`src/hdl/lpht_pkg.sv`:
```
// ----------------------------------------------------------------------------
// lpht_pkg: shared types and constants for the linear probe hash table
// Field widths, command and status codes, controller/datapath interface.
// ----------------------------------------------------------------------------
package lpht_pkg;

  localparam int SLOTS_DEF = 16;
  localparam int CMD_W     = 1;
  localparam int KEY_W     = 31;
  localparam int VAL_W     = 32;
  localparam int STATUS_W  = 2;
  localparam int SLOT_W    = 4;
  localparam int COUNT_W   = 5;

  // request opcodes
  localparam logic [CMD_W-1:0] CMD_INSERT = 1'b0;
  localparam logic [CMD_W-1:0] CMD_DELETE = 1'b1;

  // response status codes
  localparam logic [STATUS_W-1:0] STATUS_INSERTED = 2'd0;
  localparam logic [STATUS_W-1:0] STATUS_FULL     = 2'd1;
  localparam logic [STATUS_W-1:0] STATUS_DELETED  = 2'd2;

  // controller to datapath commands
  typedef struct packed {
    logic clr_step;   // clear one slot of the table after reset
    logic load;       // capture a new request
    logic mod_step;   // one step of the key modulo slot count pipe
    logic probe_chk;  // check the probed slot, store or advance
    logic scan_step;  // one step of the delete scan
    logic finish;     // load the response register
  } dp_ctl_t;

  // datapath to controller status
  typedef struct packed {
    logic clr_last;
    logic mod_last;
    logic probe_empty;
    logic probe_last;
    logic scan_last;
  } dp_sts_t;

endpackage

```
`src/hdl/linear_probe_hash_table_top.sv`:
```
// ----------------------------------------------------------------------------
// linear_probe_hash_table_top: open-addressing hash table, linear probing
// Insert stores a value at the first free slot from key mod SLOTS; delete
// clears every slot holding the request's value and reports the count.
// ----------------------------------------------------------------------------
// Insert: key modulo by reciprocal multiply, then up to SLOTS probes through
//   the slot memory's registered read port.
// Delete: pipelined scan of every slot through the same port.
// The response is then loaded (held off while a stalled response waits);
//   one request is in flight, the next is taken the cycle after the load.
// After reset the table is cleared one slot per cycle, with requests stalled.
module linear_probe_hash_table_top #(
  parameter int SLOTS = lpht_pkg::SLOTS_DEF
) (
  input  logic                            clk,
  input  logic                            rst,
  input  logic                            req_valid,
  output logic                            req_stall,
  input  logic [lpht_pkg::CMD_W-1:0]      cmd,
  input  logic [lpht_pkg::KEY_W-1:0]      key,
  input  logic [lpht_pkg::VAL_W-1:0]      value,
  output logic                            rsp_valid,
  input  logic                            rsp_stall,
  output logic [lpht_pkg::STATUS_W-1:0]   status,
  output logic [lpht_pkg::SLOT_W-1:0]     home_slot,
  output logic [lpht_pkg::SLOT_W-1:0]     placed_slot,
  output logic [lpht_pkg::COUNT_W-1:0]    removed_count
);
  import lpht_pkg::*;

  dp_ctl_t ctl;
  dp_sts_t sts;

  // sequencing
  lpht_ctrl u_ctrl (
    .clk       (clk),
    .rst       (rst),
    .req_valid (req_valid),
    .req_stall (req_stall),
    .req_cmd   (cmd),
    .rsp_valid (rsp_valid),
    .rsp_stall (rsp_stall),
    .ctl       (ctl),
    .sts       (sts)
  );

  // storage and arithmetic
  lpht_dp #(
    .SLOTS (SLOTS)
  ) u_dp (
    .clk           (clk),
    .rst           (rst),
    .ctl           (ctl),
    .sts           (sts),
    .req_cmd       (cmd),
    .req_key       (key),
    .req_value     (value),
    .status        (status),
    .home_slot     (home_slot),
    .placed_slot   (placed_slot),
    .removed_count (removed_count)
  );

endmodule

```
`src/hdl/lpht_ctrl.sv`:
```
// ----------------------------------------------------------------------------
// lpht_ctrl: sequencing state machine
// Runs the clearing pass, then steps each request through hash, probe or
// scan, and owns the request and response handshakes.
// ----------------------------------------------------------------------------
module lpht_ctrl (
  input  logic                          clk,
  input  logic                          rst,
  input  logic                          req_valid,
  output logic                          req_stall,
  input  logic [lpht_pkg::CMD_W-1:0]    req_cmd,
  output logic                          rsp_valid,
  input  logic                          rsp_stall,
  output lpht_pkg::dp_ctl_t             ctl,
  input  lpht_pkg::dp_sts_t             sts
);
  import lpht_pkg::*;

  typedef enum logic [2:0] {
    ST_CLEAR,
    ST_IDLE,
    ST_MOD,
    ST_PROBE_RD,
    ST_PROBE_CHK,
    ST_SCAN,
    ST_FINISH
  } state_t;

  state_t state;
  logic   rsp_free;

  assign req_stall = (state != ST_IDLE);
  assign rsp_free  = !rsp_valid || !rsp_stall;

  // decode commands for the datapath
  always_comb begin
    ctl           = '0;
    ctl.clr_step  = (state == ST_CLEAR);
    ctl.load      = (state == ST_IDLE) && req_valid;
    ctl.mod_step  = (state == ST_MOD);
    ctl.probe_chk = (state == ST_PROBE_CHK);
    ctl.scan_step = (state == ST_SCAN);
    ctl.finish    = (state == ST_FINISH) && rsp_free;
  end

  // hold state and the response valid flag
  always_ff @(posedge clk) begin
    if (rst) begin
      state     <= ST_CLEAR;
      rsp_valid <= 1'b0;
    end else begin
      // raise on a new response, drop once the held one is taken
      if (ctl.finish) begin
        rsp_valid <= 1'b1;
      end else if (rsp_valid && !rsp_stall) begin
        rsp_valid <= 1'b0;
      end
      case (state)
        ST_CLEAR: begin
          if (sts.clr_last) begin
            state <= ST_IDLE;
          end
        end
        ST_IDLE: begin
          if (req_valid) begin
            state <= (req_cmd == CMD_DELETE) ? ST_SCAN : ST_MOD;
          end
        end
        ST_MOD: begin
          if (sts.mod_last) begin
            state <= ST_PROBE_RD;
          end
        end
        ST_PROBE_RD: begin
          state <= ST_PROBE_CHK;
        end
        ST_PROBE_CHK: begin
          if (sts.probe_empty || sts.probe_last) begin
            state <= ST_FINISH;
          end else begin
            state <= ST_PROBE_RD;
          end
        end
        ST_SCAN: begin
          if (sts.scan_last) begin
            state <= ST_FINISH;
          end
        end
        ST_FINISH: begin
          if (rsp_free) begin
            state <= ST_IDLE;
          end
        end
        default: begin
          state <= ST_IDLE;
        end
      endcase
    end
  end

endmodule

```
`src/hdl/lpht_dp.sv`:
```
// ----------------------------------------------------------------------------
// lpht_dp: table storage and arithmetic
// Slot memory with a valid bit per entry, reciprocal-multiply key modulo
// unit, probe and scan counters, and the response register.
// ----------------------------------------------------------------------------
module lpht_dp #(
  parameter int SLOTS = lpht_pkg::SLOTS_DEF
) (
  input  logic                            clk,
  input  logic                            rst,
  input  lpht_pkg::dp_ctl_t               ctl,
  output lpht_pkg::dp_sts_t               sts,
  input  logic [lpht_pkg::CMD_W-1:0]      req_cmd,
  input  logic [lpht_pkg::KEY_W-1:0]      req_key,
  input  logic [lpht_pkg::VAL_W-1:0]      req_value,
  output logic [lpht_pkg::STATUS_W-1:0]   status,
  output logic [lpht_pkg::SLOT_W-1:0]     home_slot,
  output logic [lpht_pkg::SLOT_W-1:0]     placed_slot,
  output logic [lpht_pkg::COUNT_W-1:0]    removed_count
);
  import lpht_pkg::*;

  localparam int IW  = $clog2(SLOTS);
  localparam int CW  = $clog2(SLOTS + 1);
  localparam int RW  = IW + 1;
  localparam int SH  = KEY_W + IW;
  localparam int MW  = KEY_W + 1;

  localparam logic [CW-1:0]    SLOTS_C  = CW'(SLOTS);
  localparam logic [CW-1:0]    LAST_C   = CW'(SLOTS - 1);
  localparam logic [IW-1:0]    LAST_IDX = IW'(SLOTS - 1);
  localparam logic [RW-1:0]    SLOTS_R  = RW'(SLOTS);
  localparam logic [KEY_W-1:0] SLOTS_K  = KEY_W'(SLOTS);
  // floor(2^SH / SLOTS): quotient estimate is low by at most one
  localparam logic [MW-1:0]    RECIP    = MW'((64'd1 << SH) / 64'(SLOTS));
  localparam logic [1:0]       MOD_LAST = 2'd2;

  // entry: {valid, value}
  logic [VAL_W:0]     mem [SLOTS];
  logic [VAL_W:0]     rd_data;
  logic [IW-1:0]      rd_addr;
  logic               wr_en;
  logic [IW-1:0]      wr_addr;
  logic [VAL_W:0]     wr_data;

  logic [CMD_W-1:0]   op;
  logic [KEY_W-1:0]   kreg;
  logic [VAL_W-1:0]   val;
  logic [IW-1:0]      rem;
  logic [1:0]         mstage;
  logic [KEY_W+MW-1:0] prod;
  logic [RW-1:0]      rem_raw;
  logic [IW-1:0]      idx;
  logic [CW-1:0]      cnt;
  logic               found;
  logic [IW-1:0]      placed;
  logic [CW-1:0]      removed;
  logic               pend;
  logic [IW-1:0]      pend_addr;

  logic [KEY_W-1:0]   quo;
  logic [RW-1:0]      rem_next;
  logic               empty;
  logic               match;
  logic [IW+SLOT_W-1:0]  home_ext;
  logic [IW+SLOT_W-1:0]  placed_ext;
  logic [CW+COUNT_W-1:0] removed_ext;

  // key modulo slot count: estimate quotient, subtract, correct once
  assign quo      = KEY_W'(prod >> SH);
  assign rem_next = (rem_raw >= SLOTS_R) ? (rem_raw - SLOTS_R) : rem_raw;

  assign empty = ~rd_data[VAL_W];
  assign match = pend && rd_data[VAL_W] && (rd_data[VAL_W-1:0] == val);

  assign sts.clr_last    = (cnt == LAST_C);
  assign sts.mod_last    = (mstage == MOD_LAST);
  assign sts.probe_empty = empty;
  assign sts.probe_last  = (cnt == LAST_C);
  assign sts.scan_last   = (cnt == SLOTS_C);

  assign home_ext    = {{SLOT_W{1'b0}}, rem};
  assign placed_ext  = {{SLOT_W{1'b0}}, placed};
  assign removed_ext = {{COUNT_W{1'b0}}, removed};

  // select the memory access for this cycle
  assign rd_addr = ctl.scan_step ? cnt[IW-1:0] : idx;

  always_comb begin
    wr_en   = 1'b0;
    wr_addr = idx;
    wr_data = {1'b1, val};
    if (ctl.clr_step) begin
      wr_en   = 1'b1;
      wr_addr = cnt[IW-1:0];
      wr_data = '0;
    end else if (ctl.probe_chk && empty) begin
      wr_en   = 1'b1;
    end else if (ctl.scan_step && match) begin
      wr_en   = 1'b1;
      wr_addr = pend_addr;
      wr_data = '0;
    end
  end

  // slot memory, registered read
  always_ff @(posedge clk) begin
    if (wr_en) begin
      mem[wr_addr] <= wr_data;
    end
    rd_data <= mem[rd_addr];
  end

  // control counters and flags
  always_ff @(posedge clk) begin
    if (rst) begin
      cnt   <= '0;
      pend  <= 1'b0;
      found <= 1'b0;
    end else if (ctl.clr_step) begin
      cnt <= sts.clr_last ? '0 : cnt + 1'b1;
    end else if (ctl.load) begin
      cnt   <= '0;
      pend  <= 1'b0;
      found <= 1'b0;
    end else if (ctl.probe_chk) begin
      if (empty) begin
        found <= 1'b1;
      end else begin
        cnt <= cnt + 1'b1;
      end
    end else if (ctl.scan_step) begin
      pend <= (cnt != SLOTS_C);
      cnt  <= cnt + 1'b1;
    end
  end

  // request payload and working registers
  always_ff @(posedge clk) begin
    if (ctl.load) begin
      op      <= req_cmd;
      kreg    <= req_key;
      val     <= req_value;
      rem     <= '0;
      mstage  <= '0;
      removed <= '0;
    end
    // advance the three-stage modulo pipe; the last stage lands the result
    if (ctl.mod_step) begin
      prod    <= kreg * RECIP;
      rem_raw <= RW'(kreg - quo * SLOTS_K);
      rem     <= rem_next[IW-1:0];
      idx     <= rem_next[IW-1:0];
      mstage  <= mstage + 1'b1;
    end
    if (ctl.probe_chk) begin
      if (empty) begin
        placed <= idx;
      end else begin
        idx <= (idx == LAST_IDX) ? '0 : idx + 1'b1;
      end
    end
    if (ctl.scan_step) begin
      pend_addr <= cnt[IW-1:0];
      if (match) begin
        removed <= removed + 1'b1;
      end
    end
  end

  // load the response register
  always_ff @(posedge clk) begin
    if (ctl.finish) begin
      if (op == CMD_DELETE) begin
        status        <= STATUS_DELETED;
        home_slot     <= '0;
        placed_slot   <= '0;
        removed_count <= removed_ext[COUNT_W-1:0];
      end else begin
        status        <= found ? STATUS_INSERTED : STATUS_FULL;
        home_slot     <= home_ext[SLOT_W-1:0];
        placed_slot   <= found ? placed_ext[SLOT_W-1:0] : '0;
        removed_count <= '0;
      end
    end
  end

endmodule

```
`config.mk`:
```
export PLATFORM = sky130hd
export DESIGN_NAME = linear_probe_hash_table_top
export DESIGN_NICKNAME = d
export VERILOG_FILES = /design/src/hdl/lpht_pkg.sv /design/src/hdl/linear_probe_hash_table_top.sv /design/src/hdl/lpht_ctrl.sv /design/src/hdl/lpht_dp.sv
export SDC_FILE = /design/constraint.sdc
export NUM_CORES = 1
export LEC_CHECK = 0
export BUFFER_PORTS_ARGS = -buffer_cell sky130_fd_sc_hd__buf_4
export CAP_MARGIN = 20
export CORE_ASPECT_RATIO = 0.6
export CORE_MARGIN = 2
export CORE_UTILIZATION = 55
export DETAILED_ROUTE_END_ITERATION = 8
export GPL_TIMING_DRIVEN = 0
export PLACE_DENSITY = 0.83
export SLEW_MARGIN = 5
export SYNTH_ARGS = -nofsm -noshare
export SYNTH_HDL_FRONTEND = slang
export SYNTH_SLANG_ARGS = --single-unit
```
`constraint.sdc`:
```
create_clock -name clk -period 5.9 [get_ports clk]
set_input_delay 0 -clock clk [delete_from_list [all_inputs] [get_ports clk]]
set_output_delay 0 -clock clk [all_outputs]
set_load 0.01 [all_outputs]
```
# ---- After elaboration in Yosys (flattened, before gate mapping)
# Memory sizes are Yosys's and may differ from the RTL's. A register that Yosys moved wholly into a read port is not among the register bits.
# Index checks and enable logic that the tools add are counted.
dict set report op_classes {
  n_addsub 6
  n_mul 0
  n_div 0
  n_lt_le_gt_ge 1
  n_eq_ne 21
  shifts 0
  n_mux 47
  bitwise_logic 3
  n_reduce_logical 23
}
# op count
set op_table {}
lappend op_table {{33-bit 2-to-1 mux} 3}
lappend op_table {{5-bit 2-to-1 mux} 9}
lappend op_table {{4-bit 2-to-1 mux} 11}
lappend op_table {{32-bit == test} 1}
lappend op_table {{3-bit 2-to-1 mux} 7}
lappend op_table {{3-bit one-hot mux with 7 select lines} 1}
lappend op_table {{1-bit 2-to-1 mux} 14}
lappend op_table {{5-bit by 1-bit adder with 5-bit output, second input constant} 2}
lappend op_table {{3-bit == test, second input constant} 3}
lappend op_table {{2-bit != test, second input constant} 4}
lappend op_table {{2-bit nonzero test} 4}
lappend op_table {{1-bit logical AND} 7}
lappend op_table {{3-bit by 2-bit == test with 1-bit output, second input constant} 2}
lappend op_table {{2-bit by 1-bit != test with 1-bit output, second input constant} 3}
lappend op_table {{3-bit AND reduction} 2}
lappend op_table {{5-bit by 4-bit == test with 1-bit output, second input constant} 1}
lappend op_table {{5-bit == test, second input constant} 1}
lappend op_table {{5-bit greater-or-equal comparator, second input constant} 1}
lappend op_table {{5-bit != test, second input constant} 1}
lappend op_table {{5-bit AND reduction} 1}
lappend op_table {{5-bit subtractor} 1}
lappend op_table {{4-bit by 1-bit adder with 4-bit output, second input constant} 1}
lappend op_table {{4-bit == test, second input constant} 1}
lappend op_table {{2-bit 2-to-1 mux} 2}
lappend op_table {{other kinds (13)} 18}
dict set report word_totals {
  regBits 97
  latch_bits 0
  mem_bits_rw 528
  romBits 0
  in_bits 68
  output_inout_bits 17
  word_cells 122
  memories 1
}
# memory depth word_bits read_ports rd_ports_with_merged_regs wr line
set mem_list {}
lappend mem_list {u_dp.mem 16 33 1 1 1 lpht_dp.sv:39} ;# logic [VAL_W:0] mem [SLOTS];

# ---- Depth between registers and ports, before layout
dict set report logic_depth {
  word_depth 8
  ltp_mapped 10
  mapped_depth_nobuf 10
}

# ---- By module
# Synthesis repeated with hierarchy kept, for this count alone.
dict set report unflattened {
  hier_cells 1276
  hier_area_um2 25012.7
}
# module instances cells_per_inst area_each_um2 seq_area_each_um2
set by_module_without_submodules {}
lappend by_module_without_submodules {lpht_dp 1 1236 24669.9 18938.2}
lappend by_module_without_submodules {lpht_ctrl 1 40 342.8 80.1}

# ---- Worst setup path after synthesis
# No wires, ideal clock.
dict set report synth_path {
  path_kind {register to register}
  startpoint {register u_dp.val[20]}
  endpoint {memory u_dp.mem[11][0] (netlist name), enable pin}
  setup_ps 506
  arrival_time_ps 4871
  required_ps 5394
  setup_slack_ps 523
  stages_incl_launch_ff 8
  period_less_slack_ps 5377
  cell_sequence {edfxtp_1 -> xnor2_1 -> nand4_1 -> nor4_2 -> and3_1 -> buf_2 -> a21oi_1 -> nor4_1}
}
dict set report synth_between {
  elab_chain_cells 8
  word_cells_on_any_way 11
}
# element line
set synth_rtl {}
lappend synth_rtl {{start, declared} lpht_dp.sv:48} ;# logic [VAL_W-1:0] val;
lappend synth_rtl {{start signal, assigned} lpht_dp.sv:143} ;# val <= req_value;
lappend synth_rtl {{32-bit == test *} lpht_dp.sv:74} ;# assign match = pend && rd_data[VAL_W] && (rd_data[VAL_W-1:0] == val);
lappend synth_rtl {{1-bit logical AND *} lpht_dp.sv:74}
lappend synth_rtl {{1-bit logical AND *} lpht_dp.sv:99} ;# end else if (ctl.scan_step && match) begin
lappend synth_rtl {{1-bit 2-to-1 mux} lpht_dp.sv:99}
lappend synth_rtl {{1-bit 2-to-1 mux} lpht_dp.sv:97} ;# end else if (ctl.probe_chk && empty) begin
lappend synth_rtl {{1-bit 2-to-1 mux} lpht_dp.sv:93} ;# if (ctl.clr_step) begin
lappend synth_rtl {{1-bit 2-to-1 mux} lpht_dp.sv:108} ;# if (wr_en) begin
lappend synth_rtl {{1-bit 2-to-1 mux (not written as such)} lpht_dp.sv:109} ;# mem[wr_addr] <= wr_data;
lappend synth_rtl {{end, declared} lpht_dp.sv:39}
# Every way passes the cells marked *; elsewhere a longest branch is shown, timed or not.

# ---- Final worst setup path
dict set report layout_path {
  startpoint {register u_dp.val[16]}
  endpoint {memory u_dp.mem[1][25] (netlist name), enable pin}
}
# Same word-level chain as after synthesis.

==> run summary <==
Post-CTS setup buffer count - 0
Ys flop type - edfxtp_1
Post-synthesis cell count - 1259
Crit-path max cell delay - 0.92 ns
Critical path peak fanout - 9
Avg Synthesized Cell Area - 19.79 um^2
Fillers - 2806
Vias - 13660
All-Layer GR Usage - 0.2551
Flop-to-flop setup slack - 0.98 ns
Routed WL - 58.75 mm
Number of global-route vias before repair - 13590
Multi-input gate area - 5594 um^2
Post-route minimum period - 4.924 ns
Non-filler instance count after layout - 2141
GPL Wtd Cong - 0.8014
Clock sinks - 651
Clk buf depth - 3
Synth Area in Adders - 0.003515
WS Path Type - reg2reg
Area occupied by registers - 19020 um^2
Vias per cell - 6.378
Cells on Worst Hold Path - 2
Cell family with most CP delay - simple AND/OR/NAND/NOR gates
Setup violators final - 0
Crit path depth - 11
Most common cell on crit path - buf_4
R2r startpoint - u_dp.val[16]
Ratio of cells with drive above 1 in the final layout - 0.2700
Finished Cell Area - 29190 um^2
Buffers and inverters on the worst path - 5
Final total power - 9.651 mW
Setup slack after layout - 0.9758 ns
Compound-Gate Fraction of Synth Area - 0.03058
Num CTS Buffers - 56
Antenna Nets Post-Route - 0
R2R depth - 11
EDFF count, synth - 598
Cell breakdown of the critical path - xnor2_1 -> nand4_1 -> nor4_2 -> and3_1 -> buf_2 -> a21oi_1 -> nor4_2 -> buf_4 -> buf_4 -> buf_4 -> buf_4
Worst Setup End Kind - flop
Final Util - 0.6524
Layout area overhead - 17.16%
DIE HEIGHT - 168.9 um
FF-to-FF End - u_dp.mem[1][25]
Met2 WL - 27.23 mm
Simple-Gate Fraction of Synth Area - 0.04961
Mapped Nets - 1334
Top Metal Used - met4
Seq/Total Area, Yosys - 0.7633
Total congestion overflow - 0
Slew HR - 0.2374
Mux share of post-synthesis cell area - 0.1241
Leak - 9.552 nW
Routed length on met1 - 22.46 mm
Clk_lat worst skew - 0.59 ns
Synthesis-stage register bit count - 651
WP data required - 6.19 ns
Port Buffers - 56
RSZ-0062 raised after global routing - no
Reg clk slew, reported paths - 0.07 ns
Final Hold Vio Count - 0
CTS resizes - 0
Final Slew Violations - 0
Status - finished, final reports clean
Setup TNS - 0 ns
Worst Path Arrival - 5.22 ns
Crit path from - u_dp.val[16]
Fraction of registers with async set/reset - 0
Core region area - 44740 um^2
Placed cell areas - 26880 um^2
Post-Syn Area - 24920 um^2
Startpoint types - flop
H-tree depth - 2
Setup Slack @ Placement - 1.132 ns
Clock tree from TritonCTS - built
Largest family of logic cells by synthesized area - multiplexers
Initial antenna violation count - 1
Hold WS - 0.1254 ns
Peak Freq - 0.2031 GHz
Period Utilization, post-route - 0.8346
Row count - 60
Layout Skew - 0.01173 ns
Placed insts - 1994
Hpwl dp - 39.89 mm
First-pass GRT wire length - 87.17 mm
HP Class - in2reg
CP endpoint - u_dp.mem[1][25]
Final net count - 1581
Worst Tran Pin Value - 1.135 ns
Peak VDD IR - 249.1 uV
Critical-path top delay cell - nor4_2
Detailed Route Iter0 Violations - 2057
Ant. Diodes - 0
First-pass DRT Iterations - 5
Clk root buf - clkbuf_16
Synth Area in XOR/XNOR - 0.01265
Avg WL per Cell - 27.44 um
Post-synth cell types - 49
DRC Markers - 0
Met3 wire length - 7.751 mm
Pwr dens - 330.6 nW/um^2
I/O pin cnt - 85
Synthesis warning total - 0
Initial core utilization - 0.5569
Maxcap violations - 0
Die X - 278.8 um
Largest net degree at the start of global routing - 31
Die area - 47080 um^2
## registers in the layout, summed over array words and instances (netlist names), 3 cells and up
name	count
u_dp.cnt	5
u_dp.mem	528
u_dp.idx	4
u_dp.pend_addr	4
u_dp.removed	5
u_dp.val	32
u_dp.placed	4
u_dp.removed_count	5
u_dp.kreg	4
u_dp.rem	4
u_dp.rd_data	33
u_dp.rem_raw	4
u_ctrl.state	3
u_dp.placed_slot	4
u_dp.home_slot	4
## worst min-delay path by stage
stage	from	to	slack [ns]
2_1_floorplan	key[0]	u_dp.kreg[0]	0.1
3_3_place_gp	value[20]	u_dp.val[20]	0.18
3_5_place_dp	value[28]	u_dp.val[28]	0.18
4_1_cts	value[14]	u_dp.val[14]	0.1
5_1_grt	value[23]	u_dp.val[23]	0.11
6_report	value[29]	u_dp.val[29]	0.13
## final cells by class
cell class,count,share of cell area
tap,589,0.02525
buffer,60,0.01166
multi-input combinational,531,0.1916
clock inverter,28,0.01024
timing repair buffer,189,0.05349
sequential,651,0.6515
inverter,17,0.002186
clock buffer,76,0.05405
## synthesized netlist by cell type, drive strengths merged, types with 5 or more instances
library cell,n,area share
a211oi,35,0.011
a21oi,12,0.0024
a31oi,36,0.0090
and2,74,0.019
and3,5,0.0013
buf,30,0.0091
clkbuf,30,0.0045
dfxtp,53,0.043
edfxtp,598,0.72
ha,7,0.0035
inv,17,0.0026
mux2i,7,0.0035
mux4,132,0.12
nand2,81,0.012
nand3,5,0.0010
nand4,10,0.0025
nor2,18,0.0027
nor2b,5,0.0013
nor3,6,0.0012
nor4,18,0.0054
o21ai,9,0.0018
o22ai,5,0.0013
xnor2,32,0.011
## worst register-to-register path, stage by stage, from the launching register on
cell and delay, ns:
edfxtp_1 0.42, xnor2_1 0.53, nand4_1 0.27, nor4_2 0.81, and3_1 0.25, buf_2 0.20, a21oi_1 0.32, nor4_2 0.92
buf_4 0.35, buf_4 0.18, buf_4 0.17, buf_4 0.21
## kinds of logic (layout without fill, tap and decap cells)
| kind of cell | Yosys count | after routing |
|---|---|---|
| AND/OR/NAND/NOR | 234 | 234 |
| XOR/XNOR | 36 | 36 |
| AO/OA/AOI/OAI | 112 | 112 |
| multiplexers | 142 | 142 |
| flip-flops | 651 | 651 |
| adder cells (fa/ha/maj) | 7 | 7 |
| buffers and inverters | 77 | 370 |
## timing repair
action | 4_1_cts | 5_1_grt
hold buffers | 41 | 0
hold endpoints to repair | 52 | 0
setup endpoints to repair | 0 | 0
## cell usage in the layout, fill, tap and decap left out, types with 7 or more instances in the layout
cell type      synthesis  routed
a211oi_1              35      35
a21oi_1               12      12
a31oi_1               36      36
and2_1                74      74
buf_2                 14      14
buf_4                  2     141
buf_6                 12      18
clkbuf_1              30      41
clkbuf_16              0      57
clkbuf_8               0       8
clkinv_1               0       7
clkinv_2               0      10
dfxtp_1               53      53
dlygate4sd3_1          0      41
edfxtp_1             598     598
ha_1                   7       7
inv_1                 17      16
mux4_2               132     132
nand2_1               81      81
nand4_1               10      10
nor2_1                18      18
nor4_2                 1      17
o21ai_0                9       9
xnor2_1               32      32
## routing by layer
layer  up-vias  track usage
met5         -            0
met3       121      0.07260
li1       5595            -
met2       993       0.3948
met1      6947       0.3651
met4         0      0.06241
## where the power goes
group / internal [mW] / total (mW) / leakage [nW] / switching [mW]
clock: 2.14 / 3.76 / 0.919 / 1.62
combinational: 0.253 / 0.592 / 3.01 / 0.338
sequential: 5.23 / 5.30 / 5.62 / 0.0748
total: 7.62 / 9.65 / 9.55 / 2.03
No activity file was read; power rests on OpenSTA's default activity.
